===== src/rtl/core/rgbt_pkg.sv =====
package rgbt_pkg;

   // configuration register indexes
   localparam logic [1:0] CSR_WIDTH_TILES   = 2'd0;
   localparam logic [1:0] CSR_HEIGHT_TILES  = 2'd1;
   localparam logic [1:0] CSR_CHANNEL_ORDER = 2'd2;

   localparam int CSR_DATA_W  = 9;
   localparam int CSR_INDEX_W = 2;

   // register reset values
   localparam logic [8:0] WIDTH_TILES_RESET  = 9'd64;
   localparam logic [8:0] HEIGHT_TILES_RESET = 9'd48;

   // channel order codes
   localparam logic ORDER_RED_LOW  = 1'b0;
   localparam logic ORDER_BLUE_LOW = 1'b1;

   // depth of the queue between front and back
   localparam int QUEUE_DEPTH = 4;

   // pixel data that rides along with the position
   typedef struct packed {
      logic [15:0] ar_pair;
      logic [15:0] gb_pair;
      logic        frame_last;
   } pix_type;

endpackage


===== src/rtl/core/rgba8_four_by_four_texture_tiler.sv =====
// channel | ports                                   | beat taken when
// --------+-----------------------------------------+------------------
// input   | push, full, req_pixel                   | push && !full
// result  | pop, empty, rsp_ar_/gb_address/pair,    | pop && !empty
//         | rsp_frame_last                          |
// config  | csr_write, csr_index, csr_data          | csr_write
//
// One pixel per clock sustained while the result side pops. A pushed beat is
// written into the four-entry queue and waits at its head; from there the
// back end multiply (tile row times tiles per row) loads the output register.
// Synchronous reset clears the counters, the queue and the output register
// and loads the size registers with 64 by 48 tiles, red in the low byte.
// A stalled result side fills the queue; full rises once five beats wait,
// four in the queue and one in the output register.
module rgba8_four_by_four_texture_tiler #(
   parameter int MAX_WIDTH  = 1024,
   parameter int MAX_HEIGHT = 1024
) (
   input  logic                             clock,
   input  logic                             reset,
   input  logic                             push,
   output logic                             full,
   input  logic [31:0]                      req_pixel,
   output logic                             empty,
   input  logic                             pop,
   output logic [21:0]                      rsp_ar_address,
   output logic [15:0]                      rsp_ar_pair,
   output logic [21:0]                      rsp_gb_address,
   output logic [15:0]                      rsp_gb_pair,
   output logic                             rsp_frame_last,
   input  logic                             csr_write,
   input  logic [rgbt_pkg::CSR_INDEX_W-1:0] csr_index,
   input  logic [rgbt_pkg::CSR_DATA_W-1:0]  csr_data
);
   import rgbt_pkg::*;

   localparam int CW = $clog2(MAX_WIDTH);
   localparam int RW = $clog2(MAX_HEIGHT);
   localparam int PXW = $bits(pix_type);
   localparam int QW = CW + RW + 9 + PXW;

   logic          accept;
   logic          q_full;
   logic          q_empty;
   logic          q_pop;
   logic [CW-1:0] f_col;
   logic [RW-1:0] f_row;
   logic [8:0]    f_tw;
   pix_type       f_pix;
   logic [QW-1:0] q_wdata;
   logic [QW-1:0] q_rdata;
   logic [CW-1:0] h_col;
   logic [RW-1:0] h_row;
   logic [8:0]    h_tw;
   pix_type       h_pix;

   assign full   = q_full;
   assign accept = push && !q_full;

   // front: position counters, config and channel pairing
   rgbt_front #(
      .MAX_WIDTH  (MAX_WIDTH),
      .MAX_HEIGHT (MAX_HEIGHT)
   ) u_front (
      .clock     (clock),
      .reset     (reset),
      .csr_write (csr_write),
      .csr_index (csr_index),
      .csr_data  (csr_data),
      .take      (accept),
      .pixel     (req_pixel),
      .col_out   (f_col),
      .row_out   (f_row),
      .tw_out    (f_tw),
      .pix_out   (f_pix)
   );

   // queue between front and back
   assign q_wdata = {f_col, f_row, f_tw, f_pix};

   rgbt_queue #(
      .W (QW)
   ) u_queue (
      .clock (clock),
      .reset (reset),
      .push  (accept),
      .wdata (q_wdata),
      .pop   (q_pop),
      .rdata (q_rdata),
      .full  (q_full),
      .empty (q_empty)
   );

   assign {h_col, h_row, h_tw, h_pix} = q_rdata;

   // back: address arithmetic and result register
   rgbt_back #(
      .CW (CW),
      .RW (RW)
   ) u_back (
      .clock          (clock),
      .reset          (reset),
      .head_valid     (!q_empty),
      .head_col       (h_col),
      .head_row       (h_row),
      .head_tw        (h_tw),
      .head_pix       (h_pix),
      .head_take      (q_pop),
      .pop            (pop),
      .empty          (empty),
      .rsp_ar_address (rsp_ar_address),
      .rsp_ar_pair    (rsp_ar_pair),
      .rsp_gb_address (rsp_gb_address),
      .rsp_gb_pair    (rsp_gb_pair),
      .rsp_frame_last (rsp_frame_last)
   );

`ifndef SYNTH
   // counters restart after the last pixel of a frame
   a_frame_wrap: assert property (@(posedge clock) disable iff (reset)
      (accept && f_pix.frame_last) |=> (f_col == '0 && f_row == '0))
      else $error("position counters did not wrap after frame end");

   // green/blue pair always sits 32 bytes above the alpha/red pair
   a_gb_offset: assert property (@(posedge clock) disable iff (reset)
      !empty |-> (rsp_gb_address == rsp_ar_address + 22'd32))
      else $error("gb address not ar address plus 32");

   // a full queue cannot be empty
   a_queue_state: assert property (@(posedge clock) disable iff (reset)
      q_full |-> !q_empty)
      else $error("queue full and empty at once");
`endif

endmodule


===== src/rtl/core/rgbt_queue.sv =====
module rgbt_queue #(
   parameter int W = 8
) (
   input  logic         clock,
   input  logic         reset,
   input  logic         push,
   input  logic [W-1:0] wdata,
   input  logic         pop,
   output logic [W-1:0] rdata,
   output logic         full,
   output logic         empty
);
   import rgbt_pkg::*;

   localparam int PW = (QUEUE_DEPTH > 1) ? $clog2(QUEUE_DEPTH) : 1;
   localparam int NW = $clog2(QUEUE_DEPTH + 1);
   localparam logic [NW-1:0] DEPTH_N = NW'(QUEUE_DEPTH);
   localparam logic [PW-1:0] LAST_PTR = PW'(QUEUE_DEPTH - 1);

   logic [W-1:0]  store_ff [QUEUE_DEPTH];
   logic [PW-1:0] wr_ptr_ff, wr_ptr_in;
   logic [PW-1:0] rd_ptr_ff, rd_ptr_in;
   logic [NW-1:0] count_ff, count_in;
   logic          do_push;
   logic          do_pop;

   assign full    = (count_ff == DEPTH_N);
   assign empty   = (count_ff == '0);
   assign do_push = push && !full;
   assign do_pop  = pop && !empty;
   assign rdata   = store_ff[rd_ptr_ff];

   // pointer and fill count update
   always_comb begin
      wr_ptr_in = wr_ptr_ff;
      rd_ptr_in = rd_ptr_ff;
      count_in  = count_ff;
      if (do_push) begin
         wr_ptr_in = (wr_ptr_ff == LAST_PTR) ? '0 : wr_ptr_ff + 1'b1;
      end
      if (do_pop) begin
         rd_ptr_in = (rd_ptr_ff == LAST_PTR) ? '0 : rd_ptr_ff + 1'b1;
      end
      if (do_push && !do_pop) begin
         count_in = count_ff + 1'b1;
      end else if (do_pop && !do_push) begin
         count_in = count_ff - 1'b1;
      end
   end

   always_ff @(posedge clock) begin
      if (reset) begin
         wr_ptr_ff <= '0;
         rd_ptr_ff <= '0;
         count_ff  <= '0;
      end else begin
         wr_ptr_ff <= wr_ptr_in;
         rd_ptr_ff <= rd_ptr_in;
         count_ff  <= count_in;
      end
   end

   // entry storage
   always_ff @(posedge clock) begin
      if (do_push) begin
         store_ff[wr_ptr_ff] <= wdata;
      end
   end

endmodule


===== src/rtl/core/rgbt_front.sv =====
module rgbt_front #(
   parameter int MAX_WIDTH  = 1024,
   parameter int MAX_HEIGHT = 1024,
   localparam int CW = $clog2(MAX_WIDTH),
   localparam int RW = $clog2(MAX_HEIGHT)
) (
   input  logic                                clock,
   input  logic                                reset,
   input  logic                                csr_write,
   input  logic [rgbt_pkg::CSR_INDEX_W-1:0]    csr_index,
   input  logic [rgbt_pkg::CSR_DATA_W-1:0]     csr_data,
   input  logic                                take,
   input  logic [31:0]                         pixel,
   output logic [CW-1:0]                       col_out,
   output logic [RW-1:0]                       row_out,
   output logic [8:0]                          tw_out,
   output rgbt_pkg::pix_type                   pix_out
);
   import rgbt_pkg::*;

   // saturation limits for the tile counts
   localparam int W_HI  = (MAX_WIDTH / 4 < 1) ? 1 : MAX_WIDTH / 4;
   localparam int H_HI  = (MAX_HEIGHT / 4 < 1) ? 1 : MAX_HEIGHT / 4;
   localparam int W_CAPI = (W_HI > 511) ? 511 : W_HI;
   localparam int H_CAPI = (H_HI > 511) ? 511 : H_HI;
   localparam logic [8:0] W_CAP = 9'(W_CAPI);
   localparam logic [8:0] H_CAP = 9'(H_CAPI);
   localparam int CWC = (CW + 1 > 11) ? CW + 1 : 11;
   localparam int RWC = (RW + 1 > 11) ? RW + 1 : 11;

   logic [8:0]    width_ff;
   logic [8:0]    height_ff;
   logic          order_ff;
   logic [CW-1:0] col_ff, col_in;
   logic [RW-1:0] row_ff, row_in;
   logic [8:0]    tw;
   logic [8:0]    th;
   logic          line_end;
   logic          last;
   logic [7:0]    red;
   logic [7:0]    blue;

   // clamp the tile counts into range
   always_comb begin
      if (width_ff == '0) begin
         tw = 9'd1;
      end else if (width_ff > W_CAP) begin
         tw = W_CAP;
      end else begin
         tw = width_ff;
      end
      if (height_ff == '0) begin
         th = 9'd1;
      end else if (height_ff > H_CAP) begin
         th = H_CAP;
      end else begin
         th = height_ff;
      end
   end

   // end of line and end of frame
   assign line_end = (CWC'(col_ff) + CWC'(1)) >= CWC'({tw, 2'b00});
   assign last     = line_end && ((RWC'(row_ff) + RWC'(1)) >= RWC'({th, 2'b00}));

   // next raster position
   always_comb begin
      col_in = col_ff;
      row_in = row_ff;
      if (take) begin
         if (last) begin
            col_in = '0;
            row_in = '0;
         end else if (line_end) begin
            col_in = '0;
            row_in = row_ff + 1'b1;
         end else begin
            col_in = col_ff + 1'b1;
         end
      end
   end

   // config registers and position counters
   always_ff @(posedge clock) begin
      if (reset) begin
         width_ff  <= WIDTH_TILES_RESET;
         height_ff <= HEIGHT_TILES_RESET;
         order_ff  <= ORDER_RED_LOW;
         col_ff    <= '0;
         row_ff    <= '0;
      end else begin
         if (csr_write) begin
            case (csr_index)
               CSR_WIDTH_TILES:   width_ff  <= csr_data;
               CSR_HEIGHT_TILES:  height_ff <= csr_data;
               CSR_CHANNEL_ORDER: order_ff  <= csr_data[0];
               default: ;
            endcase
         end
         col_ff <= col_in;
         row_ff <= row_in;
      end
   end

   // channel swap and pairing
   assign red  = (order_ff == ORDER_BLUE_LOW) ? pixel[23:16] : pixel[7:0];
   assign blue = (order_ff == ORDER_BLUE_LOW) ? pixel[7:0] : pixel[23:16];

   assign col_out            = col_ff;
   assign row_out            = row_ff;
   assign tw_out             = tw;
   assign pix_out.ar_pair    = {pixel[31:24], red};
   assign pix_out.gb_pair    = {pixel[15:8], blue};
   assign pix_out.frame_last = last;

endmodule


===== src/rtl/core/rgbt_back.sv =====
module rgbt_back #(
   parameter int CW = 10,
   parameter int RW = 10
) (
   input  logic              clock,
   input  logic              reset,
   input  logic              head_valid,
   input  logic [CW-1:0]     head_col,
   input  logic [RW-1:0]     head_row,
   input  logic [8:0]        head_tw,
   input  rgbt_pkg::pix_type head_pix,
   output logic              head_take,
   input  logic              pop,
   output logic              empty,
   output logic [21:0]       rsp_ar_address,
   output logic [15:0]       rsp_ar_pair,
   output logic [21:0]       rsp_gb_address,
   output logic [15:0]       rsp_gb_pair,
   output logic              rsp_frame_last
);
   import rgbt_pkg::*;

   logic              out_valid_ff, out_valid_in;
   logic [21:0]       ar_ff, ar_in;
   pix_type           pix_ff;
   logic [RW+8:0]     prod;
   logic [21:0]       tile;
   logic [3:0]        idx;

   // tile number: tile row times tiles per row plus tile column
   assign prod = (RW+9)'(head_row >> 2) * (RW+9)'(head_tw);
   assign tile = 22'(prod) + 22'(head_col >> 2);
   assign idx  = {head_row[1:0], head_col[1:0]};
   assign ar_in = {tile[15:0], 1'b0, idx, 1'b0};

   // refill the output register when it is free or being drained
   assign head_take    = head_valid && (!out_valid_ff || pop);
   assign out_valid_in = head_take || (out_valid_ff && !pop);

   always_ff @(posedge clock) begin
      if (reset) begin
         out_valid_ff <= 1'b0;
      end else begin
         out_valid_ff <= out_valid_in;
      end
   end

   always_ff @(posedge clock) begin
      if (head_take) begin
         ar_ff  <= ar_in;
         pix_ff <= head_pix;
      end
   end

   // green/blue half sits 32 bytes above, bit 5 of ar is always clear
   assign empty          = !out_valid_ff;
   assign rsp_ar_address = ar_ff;
   assign rsp_gb_address = {ar_ff[21:6], 1'b1, ar_ff[4:0]};
   assign rsp_ar_pair    = pix_ff.ar_pair;
   assign rsp_gb_pair    = pix_ff.gb_pair;
   assign rsp_frame_last = pix_ff.frame_last;

endmodule

===== config.mk =====
export PLATFORM = sky130hd
export DESIGN_NAME = rgba8_four_by_four_texture_tiler
export DESIGN_NICKNAME = d
export VERILOG_FILES = /design/src/rtl/core/rgbt_pkg.sv /design/src/rtl/core/rgba8_four_by_four_texture_tiler.sv /design/src/rtl/core/rgbt_queue.sv /design/src/rtl/core/rgbt_front.sv /design/src/rtl/core/rgbt_back.sv
export SDC_FILE = /design/constraint.sdc
export NUM_CORES = 1
export LEC_CHECK = 0
export BUFFER_PORTS_ARGS = -buffer_cell sky130_fd_sc_hd__buf_2
export CORE_AREA = 2 2 193 176
export CTS_BUF_LIST = sky130_fd_sc_hd__clkbuf_8 sky130_fd_sc_hd__clkbuf_16
export DETAILED_ROUTE_END_ITERATION = 8
export DIE_AREA = 0 0 195 178
export GPL_TIMING_DRIVEN = 0
export PLACE_DENSITY = 0.74
export SLEW_MARGIN = 30
export SYNTH_ARGS = -nofsm -noshare
export SYNTH_HDL_FRONTEND = slang
export SYNTH_SLANG_ARGS = --single-unit
export TNS_END_PERCENT = 20

===== constraint.sdc =====
create_clock -name clock -period 6 [get_ports clock]
set_input_delay 0 -clock clock [delete_from_list [all_inputs] [get_ports clock]]
set_output_delay 0 -clock clock [all_outputs]
set_load 0.01 [all_outputs]

==> results of run 1 <==
## registers in the layout, summed over array words and instances, names as in the netlist, named ones only
name,count
u_back.rsp_ar_address,20
u_back.rsp_frame_last,1
u_front.col_out,10
u_front.row_out,10
u_back.rsp_gb_pair,16
u_front.order_ff,1
u_queue.wr_ptr_ff,2
u_front.height_ff,9
u_front.width_ff,9
u_queue.rd_ptr_ff,2
u_back.out_valid_ff,1
u_back.rsp_ar_pair,16
u_queue.count_ff,3
u_queue.store_ff,248
## area by class of cell
type	instances	area, um2
fillers	2493	13500
flip-flops and latches	350	10000
multi-input cells	530	5420
repair buffers	183	1340
clock buffers	38	940
well taps	422	528
inverters	105	394
plain buffers	50	319
clock inverters	27	209
## critical path, cell delays in order, from the launching register on
cell and delay, ps:
dfxtp_1 300, buf_2 280, buf_4 270, buf_4 280, mux4_2 580, inv_1 130
fa_1 410, inv_1 80, fa_1 440, fa_1 490, inv_1 50, fa_1 520
inv_1 40, ha_1 370, nand3_1 90, o211ai_1 280, o41ai_2 140, o31ai_1 320
a21oi_1 140, xnor2_1 130
## cell families after synthesis
family	Yosys count	synth area share, %
other	2	0.0466
multiplexers	98	11.0
buffers and inverters	155	4.41
adder cells (fa/ha/maj)	112	11.0
flip-flops	350	62.2
AO/OA/AOI/OAI	65	2.87
XOR/XNOR	32	1.74
AND/OR/NAND/NOR	219	6.71
## how the worst max path moves through the flow
stage,startpoint,end,slack [ps],cells past startpoint
floorplan,flip-flop,u_back.rsp_ar_address[20]$_DFFE_PP_,920,18
global placement,u_queue.count_ff[0]$_SDFFE_PP0P_,u_queue.count_ff[2]$_SDFFE_PP0P_,-1200,9
detailed placement,flip-flop,u_back.rsp_ar_address[20]$_DFFE_PP_,200,19
global route,flip-flop,u_back.rsp_ar_address[20]$_DFFE_PP_,50,19
finish,flip-flop,u_back.rsp_ar_address[20]$_DFFE_PP_,390,19
CTS,flip-flop,u_back.rsp_ar_address[20]$_DFFE_PP_,180,19
## cell usage in the layout, fill, tap and decap left out, drive strengths merged, types with 8 or more instances in the layout
master and count:
a21oi 22, and2 44, and3 12, buf 168, clkbuf 49, clkinv 11, dfxtp 49, dlygate4sd3 54
edfxtp 301, fa 50, ha 62, inv 117, mux2 16, mux2i 20, mux4 62, nand2 78
nand3 12, nor2 39, nor3 11, o21ai 8, xnor2 25
## stage by stage
step	cells	TNS, ps
after floorplan	1035	0
after global placement	1578	-4090
after detailed placement	1586	0
after CTS	1705	0
after global routing	1705	0
final	1705	0
## synth_stat cells, types with 16 or more instances
cell and instances:
mux2i_1 20, buf_4 30, nor2_1 38, a21oi_1 20
inv_1 103, fa_1 50, nand2_1 77, xnor2_1 25
ha_1 62, dfxtp_1 49, mux2_2 16, edfxtp_1 301
and2_1 44, mux4_2 62
## repair_timing
action	in CTS	in global routing
hold buffers	54	0
gates resized for setup	0	3
endpoints found under the hold margin	153	0
endpoints found under the setup margin	0	1
## routing by layer
metal | vias up | wire length, um
li1 | 4194 | -
met1 | 4384 | 13800
met2 | 238 | 14300
met3 | 50 | 1360
met4 | 2 | 695
met5 | - | 11
==> impl_metrics.csv, run 1 <==
group,metric,value,unit
clocking,cts_setup_buffers,0,
global_routing,grt_use_total,17.8,%
synthesis,seq_area_frac_synth,62.2,%
timing,fin_worst_skew,17.3,ps
timing,holdWs,14.5,ps
clocking,clk_path_buf_depth,3,
hold_path,hold_path.class,"in2reg",
global_routing,use_met3,2.53,%
clocking,cts.sinks,350,
route,routedWlPerCell,17.7,um
synthesis,avgSynthCellArea,15.6,um2
placement,dp_slack,196,ps
synthesis,synth_edf_count,301,
timing,fmax,0.178,GHz
synthesis,synth_area_leaders,"edfxtp_1 (56%), mux4_2 (8.7%), fa_1 (6.2%), dfxtp_1 (6.1%), ha_1 (4.8%)",
route,routed_via_density,5.20,
route,drt_iter0_drc,491,
timing,tightest_slew,769,ps
timing,setup_slack,391,ps
placement,place_congestion,0.794,
synthesis,synthCells,1033,
final_layout,drive_above_1_share,24.6,%
floorplan,fp.dieH,178,um
timing,rsz0062_at_grt,"no",
timing,setup_viol,0,
outcome,outcome,"completed",
global_routing,grt_pass1_wl,48100,um
timing,period_share,93.5,%
route,postRouteAntennaNets,0,
clocking,insertion_delay,520,ps
timing,maxSlewViolCount,0,
route,drt_first_pass_iters,5,
critical_path,rrSetupSlack,390,ps
floorplan,num_io_pins,127,
clocking,clk_pin_slew,60,ps
placement,place_area,17500,um2
synthesis,ys.flop_type,"edfxtp_1",
job,drv_cap,0,
global_routing,top_usage_layer,"met2",
clocking,cts_made_buffers,36,
floorplan,core,32600,um2
clocking,cts_max_level,2,
hold_path,min_to,"u_front.col_out[5]$_SDFFE_PP0P_",
global_routing,grt_pass1_vias,9063,
final_layout,postLayoutCellArea,19200,um2
floorplan,dieArea,34700,um2
synthesis,synth_area,16100,um2
clocking,ctsRootBufferMaster,"clkbuf_16",
synthesis,yosysUniqueCellTypes,59,
hold_path,hold_depth,4,
critical_path,crit_required,6280,ps
timing,max_slew_margin,48.7,%
timing,period_needed,5610,ps
placement,dp_hpwl,20300,um
global_routing,grt_overflow,0,
synthesis,ys_ff_latch,350,
global_routing,grt_start_max_net_pins,40,
final_layout,final_nets,1416,
global_routing,grtUsageMet1,24.9,%
global_routing,use_met2,29.3,%
synthesis,yosysTopAreaCell,"edfxtp_1",
synthesis,yosysWarnings,0,
floorplan,start_util,49.4,%
hold_path,hp-start,"reset",
clocking,cts_tree,"done",
critical_path,critPathKind,"reg2reg",
floorplan,chipWidth,195,um
final_layout,fin_util,58.8,%
final_layout,diodes,0,
placement,port_buffers,121,
floorplan,fp-row-count,63,
critical_path,crit_arrival,5880,ps
critical_path,cp-start-kind,"flip-flop",
critical_path,rr_worst_depth,19,
global_routing,antenna_found_initial,1,
critical_path,r2r_end,"u_back.rsp_ar_address[20]$_DFFE_PP_",
route,vias,8868,
route,routed_wl,30300,um
timing,timing.final.hold_violations,0,
critical_path,crit_fanout,10,
critical_path,endpoint_kind,"flip-flop",
synthesis,synthArstFlopShare,0,%
route,drcViolationCount,0,
final_layout,area_growth,19.0,%
synthesis,synth_top_area_share,56.1,%
Power of run 1 is left out: the tool's default activity adds up to more than one toggle a clock period on the data nets, which glitch-free logic cannot reach.
==> inputs of run 2 (changes only) <==
==> constraint.sdc (replaced) <==
create_clock -name clock -period 6 [get_ports clock]
set_input_delay 0.3 -clock clock [delete_from_list [all_inputs] [get_ports clock]]
set_output_delay 0.3 -clock clock [all_outputs]
set_load 0.01 [all_outputs]
==> run 2 against run 1 <==
Effect of this change: critical path depth unchanged; fmax decreased by 0.20%; core utilization decreased by 1.2 points; wire length decreased by 1.8%.
==> impl_metrics.csv, run 2 (synthesized netlist as in run 1, its figures left out) <==
group,metric,value,unit
outcome,outcome,"completed",
clocking,cts_max_level,2,
floorplan,dieArea,34700,um2
timing,maxSlewViolCount,0,
placement,port_buffers,121,
timing,fin_worst_skew,25.4,ps
route,routedWlPerCell,17.8,um
route,routed_wl,29700,um
timing,period_needed,5620,ps
timing,fmax,0.178,GHz
route,routed_via_density,5.20,
clocking,cts_setup_buffers,0,
timing,period_share,93.7,%
route,vias,8671,
final_layout,layout_commonest_cell,"edfxtp_1",
critical_path,endpoint_kind,"flip-flop",
route,postRouteAntennaNets,0,
timing,tightest_slew,778,ps
final_layout,area_growth,16.6,%
floorplan,num_io_pins,127,
placement,dp_hpwl,20300,um
clocking,ctsRootBufferMaster,"clkbuf_16",
floorplan,start_util,49.4,%
clocking,cts.sinks,350,
global_routing,grt_overflow,0,
hold_path,hold_path.class,"in2reg",
critical_path,cp-start-kind,"flip-flop",
final_layout,final_cell_mix,"edfxtp_1 (301), buf_2 (127), inv_1 (114), nand2_1 (77)",
critical_path,crit_arrival,5900,ps
global_routing,grt_pass1_wl,47100,um
global_routing,grt_start_max_net_pins,40,
final_layout,final_nets,1377,
floorplan,chipWidth,195,um
route,drt_iter0_drc,549,
clocking,cts_tree,"done",
route,drcViolationCount,0,
placement,place_congestion,0.794,
floorplan,fp-row-count,63,
global_routing,grt_use_total,17.4,%
timing,max_slew_margin,48.1,%
final_layout,diodes,0,
timing,rsz0062_at_grt,"no",
timing,timing.final.hold_violations,0,
clocking,clk_path_buf_depth,3,
global_routing,grt_pass1_vias,8868,
floorplan,fp.dieH,178,um
final_layout,largest_register,"u_queue.store_ff",
floorplan,core,32600,um2
critical_path,critPathKind,"reg2reg",
final_layout,largest_reg_flops,248,
global_routing,antenna_found_initial,1,
final_layout,drive_above_1_share,25.3,%
clocking,clk_pin_slew,60,ps
job,drv_cap,0,
timing,setup_viol,0,
critical_path,crit_fanout,10,
clocking,insertion_delay,530,ps
timing,fin_setup_tns,0,ps
critical_path,crit_required,6280,ps
clocking,cts_made_buffers,36,
route,drt_first_pass_iters,5,
hold_path,hp-start,"csr_data[5]",
==> run 2: metal layers <==
layer	GRT usage, %	vias up	part of all wire, %
li1	-	4108	-
met1	24.3	4286	46
met2	28.4	227	47
met3	2.84	48	5.0
met4	5.60	2	2.3
met5	0	-	0.037
==> run 2: timing repair <==
action,in CTS,in global routing
resized for setup,0,3
endpoints found under the setup margin,0,1
hold buffers,14,1
hold endpoints to repair,56,4
==> run 2: final cells by class <==
class | instances | area, um2
inverter | 105 | 394
sequential | 350 | 10000
multi-input combinational | 530 | 5420
fill | 2530 | 13800
clock buffer | 38 | 940
tap | 422 | 528
buffer | 50 | 319
clock inverter | 27 | 209
timing repair buffer | 144 | 953
==> run 2: worst max-delay path, stage by stage, from the launching register on <==
cell	delay [ps]
dfxtp_1	300
buf_2	270
buf_4	280
buf_4	280
mux4_2	580
inv_1	130
fa_1	410
inv_1	80
fa_1	440
fa_1	490
inv_1	50
fa_1	520
inv_1	40
ha_1	370
nand3_1	90
o211ai_1	280
o41ai_2	140
o31ai_1	320
a21oi_1	140
xnor2_1	130
==> run 2: metrics by stage <==
stage / cell area (um2) / instances / worst slack, ps / util (%) / hold slack, ps
2_1_floorplan: 16100 / 1035 / 920 / - / 399
3_3_place_gp: 17300 / 1578 / -1200 / 52.9 / 457
3_5_place_dp: 17500 / 1586 / 196 / 53.6 / 492
4_1_cts: 18800 / 1665 / 180 / 57.5 / 1.33
5_1_grt: 18800 / 1666 / 44.4 / 57.6 / 11.5
6_report: 18800 / 1666 / 380 / 57.6 / 28.1
==> run 2: path summary, 6_finish.rpt <==
kind / end / slack (ps) / cells after the start
max: u_back.rsp_ar_address[20]$_DFFE_PP_ / 380 / 19
min: u_front.height_ff[5]$_SDFFE_PP1P_ / 30 / 3
max reg2reg: u_back.rsp_ar_address[20]$_DFFE_PP_ / 380 / 19
min reg2reg: u_queue.wr_ptr_ff[1]$_SDFFE_PP0P_ / 510 / 2
Power of run 2 is left out for the same reason.
==> inputs of run 3 (changes only) <==
Settings changed: CTS_BUF_LIST sky130_fd_sc_hd__clkbuf_8 sky130_fd_sc_hd__clkbuf_16 to sky130_fd_sc_hd__clkbuf_8.
Clock period 6 ns to 6.8 ns, I/O delays scaled along.
==> run 3 against run 2 <==
Effect of this change: sequential cell count unchanged; count of clock-buffer cells in the layout increased by 21; die area unchanged; fmax decreased by 2.5%; sequential share of layout area decreased by 0.092 points; register-to-register slack improved by 660 ps; global-route usage decreased by 0.20 points; clock skew increased by 0.74 ps; non-clock buffer count increased by 9; first-iteration DRC count decreased by 7.3%; critical path depth unchanged; critical path type unchanged; critical endpoint unchanged; largest cell class unchanged.
==> impl_metrics.csv, run 3 (synthesized netlist as in run 1, its figures left out) <==
group,metric,value,unit
final_layout,drive_above_1_share,26.0,%
critical_path,rrSetupSlack,1040,ps
outcome,outcome,"completed",
critical_path,endpoint_kind,"flip-flop",
clocking,cts_max_level,2,
timing,timing.final.hold_violations,0,
global_routing,grt_start_max_net_pins,40,
critical_path,crit_required,7110,ps
timing,tightest_slew,771,ps
floorplan,chipWidth,195,um
route,drt_first_pass_iters,5,
placement,place_congestion,0.794,
timing,rsz0062_at_grt,"no",
route,routedWlPerCell,17.2,um
floorplan,core,32600,um2
floorplan,start_util,49.4,%
timing,fmax,0.173,GHz
timing,setup_viol,0,
critical_path,crit_family,"adder cells",
clocking,ctsHoldBuffers,24,
global_routing,grt_overflow,0,
route,drt_iter0_drc,509,
global_routing,antenna_found_initial,1,
critical_path,crit_fanout,10,
critical_path,rr_worst_depth,19,
timing,holdWs,49.5,ps
floorplan,fp.dieH,178,um
final_layout,area_growth,16.8,%
critical_path,crit_buf_inv,7,
critical_path,critPathKind,"reg2reg",
route,routed_via_density,5.13,
hold_path,hold_depth,3,
placement,dp_hpwl,20300,um
timing,maxSlewViolCount,0,
critical_path,cp_cell_sequence,"buf_2 > buf_2 > buf_1 > mux4_2 > inv_1 > fa_1 > inv_1 > fa_1 > fa_1 > inv_1 > fa_1 > inv_1 > ha_1 > nand3_1 > o211ai_1 > o41ai_2 > o31ai_1 > a21oi_1 > xnor2_1",
clocking,cts_made_buffers,54,
clocking,cts.sinks,350,
final_layout,final_cells,1708,
clocking,ctsRootBufferMaster,"clkbuf_8",
floorplan,fp-row-count,63,
placement,dp_slack,996,ps
clocking,clk_path_buf_depth,3,
placement,place_area,17500,um2
timing,period_share,84.8,%
clocking,insertion_delay,580,ps
route,vias,8755,
timing,period_needed,5760,ps
hold_path,min_to,"u_front.height_ff[0]$_SDFFE_PP0P_",
clocking,cts_setup_buffers,0,
route,drcViolationCount,0,
final_layout,postLayoutCellArea,18800,um2
global_routing,grt_pass1_vias,8982,
final_layout,layout_commonest_cell,"edfxtp_1",
critical_path,critPathSlowestCell,"buf_1",
final_layout,final_nets,1404,
floorplan,dieArea,34700,um2
critical_path,slowest_delay,570,ps
route,routed_wl,29400,um
final_layout,largest_register,"u_queue.store_ff",
route,postRouteAntennaNets,0,
final_layout,largest_reg_flops,248,
clocking,clk_pin_slew,60,ps
timing,fin_worst_skew,26.2,ps
global_routing,grt_pass1_wl,46700,um
hold_path,hp-start,"csr_data[0]",
placement,place_inst,1586,
clocking,cts_resized,0,
timing,max_slew_margin,48.6,%
final_layout,final_cell_mix,"edfxtp_1 (301), buf_2 (127), inv_1 (123), nand2_1 (77)",
critical_path,r2r_end,"u_back.rsp_ar_address[20]$_DFFE_PP_",
critical_path,crit_arrival,6080,ps
timing,setup_slack,1040,ps
placement,port_buffers,121,
hold_path,hold_path.class,"in2reg",
clocking,cts_tree,"done",
final_layout,diodes,0,
floorplan,num_io_pins,127,
global_routing,grt_use_total,17.2,%
job,drv_cap,0,
critical_path,cp-start-kind,"flip-flop",
## run 3: changes by cell type in the layout (fill, tap and decap cells not counted), moves of 2 or more
| cell | delta |
|---|---|
| clkinv_2 | +3 |
| clkbuf_2 | -2 |
| bufinv_16 | +2 |
| clkinv_1 | +2 |
| clkbuf_8 | +58 |
| clkinvlp_4 | -2 |
| inv_1 | +9 |
| dlygate4sd3_1 | +9 |
| clkbuf_16 | -37 |
## run 3: routing by layer
metal	vias up	routed length, um	global-route usage [%]
met3	47	1210	2.65
li1	4171	-	-
met5	-	11	0
met2	200	13900	28.2
met1	4335	13600	23.9
met4	2	625	5.88
## run 3: area by class of cell
cell class,count,area [um2]
well taps,422,528
fillers,2552,13800
plain buffers,50,317
clock buffers,59,812
multi-input cells,530,5420
inverters,105,394
flip-flops and latches,350,10000
repair buffers,153,1040
clock inverters,39,282
## run 3: worst max path at each step
stage                                               end  slack (ps)                        startpoint  depth (start not counted)
floorplan           u_back.rsp_ar_address[20]$_DFFE_PP_        1720                         flip-flop                         18
global placement       u_queue.count_ff[2]$_SDFFE_PP0P_        -400  u_queue.count_ff[0]$_SDFFE_PP0P_                          9
detailed placement  u_back.rsp_ar_address[20]$_DFFE_PP_        1000                         flip-flop                         19
CTS                 u_back.rsp_ar_address[20]$_DFFE_PP_         940                         flip-flop                         19
global route        u_back.rsp_ar_address[20]$_DFFE_PP_         710                         flip-flop                         19
finish              u_back.rsp_ar_address[20]$_DFFE_PP_        1040                         flip-flop                         19
## run 3: through the flow
step | utilization [%] | setup TNS (ps)
6_report | 57.7 | 0
5_1_grt | 57.7 | 0
4_1_cts | 57.7 | 0
3_5_place_dp | 53.6 | 0
3_3_place_gp | 52.9 | -799
2_1_floorplan | - | 0
## run 3: tightest hold or removal path, cell delays in order
cell and delay [ps]:
buf_2 110, mux2i_1 70, nor2_1 70
Power of run 3 is left out for the same reason.
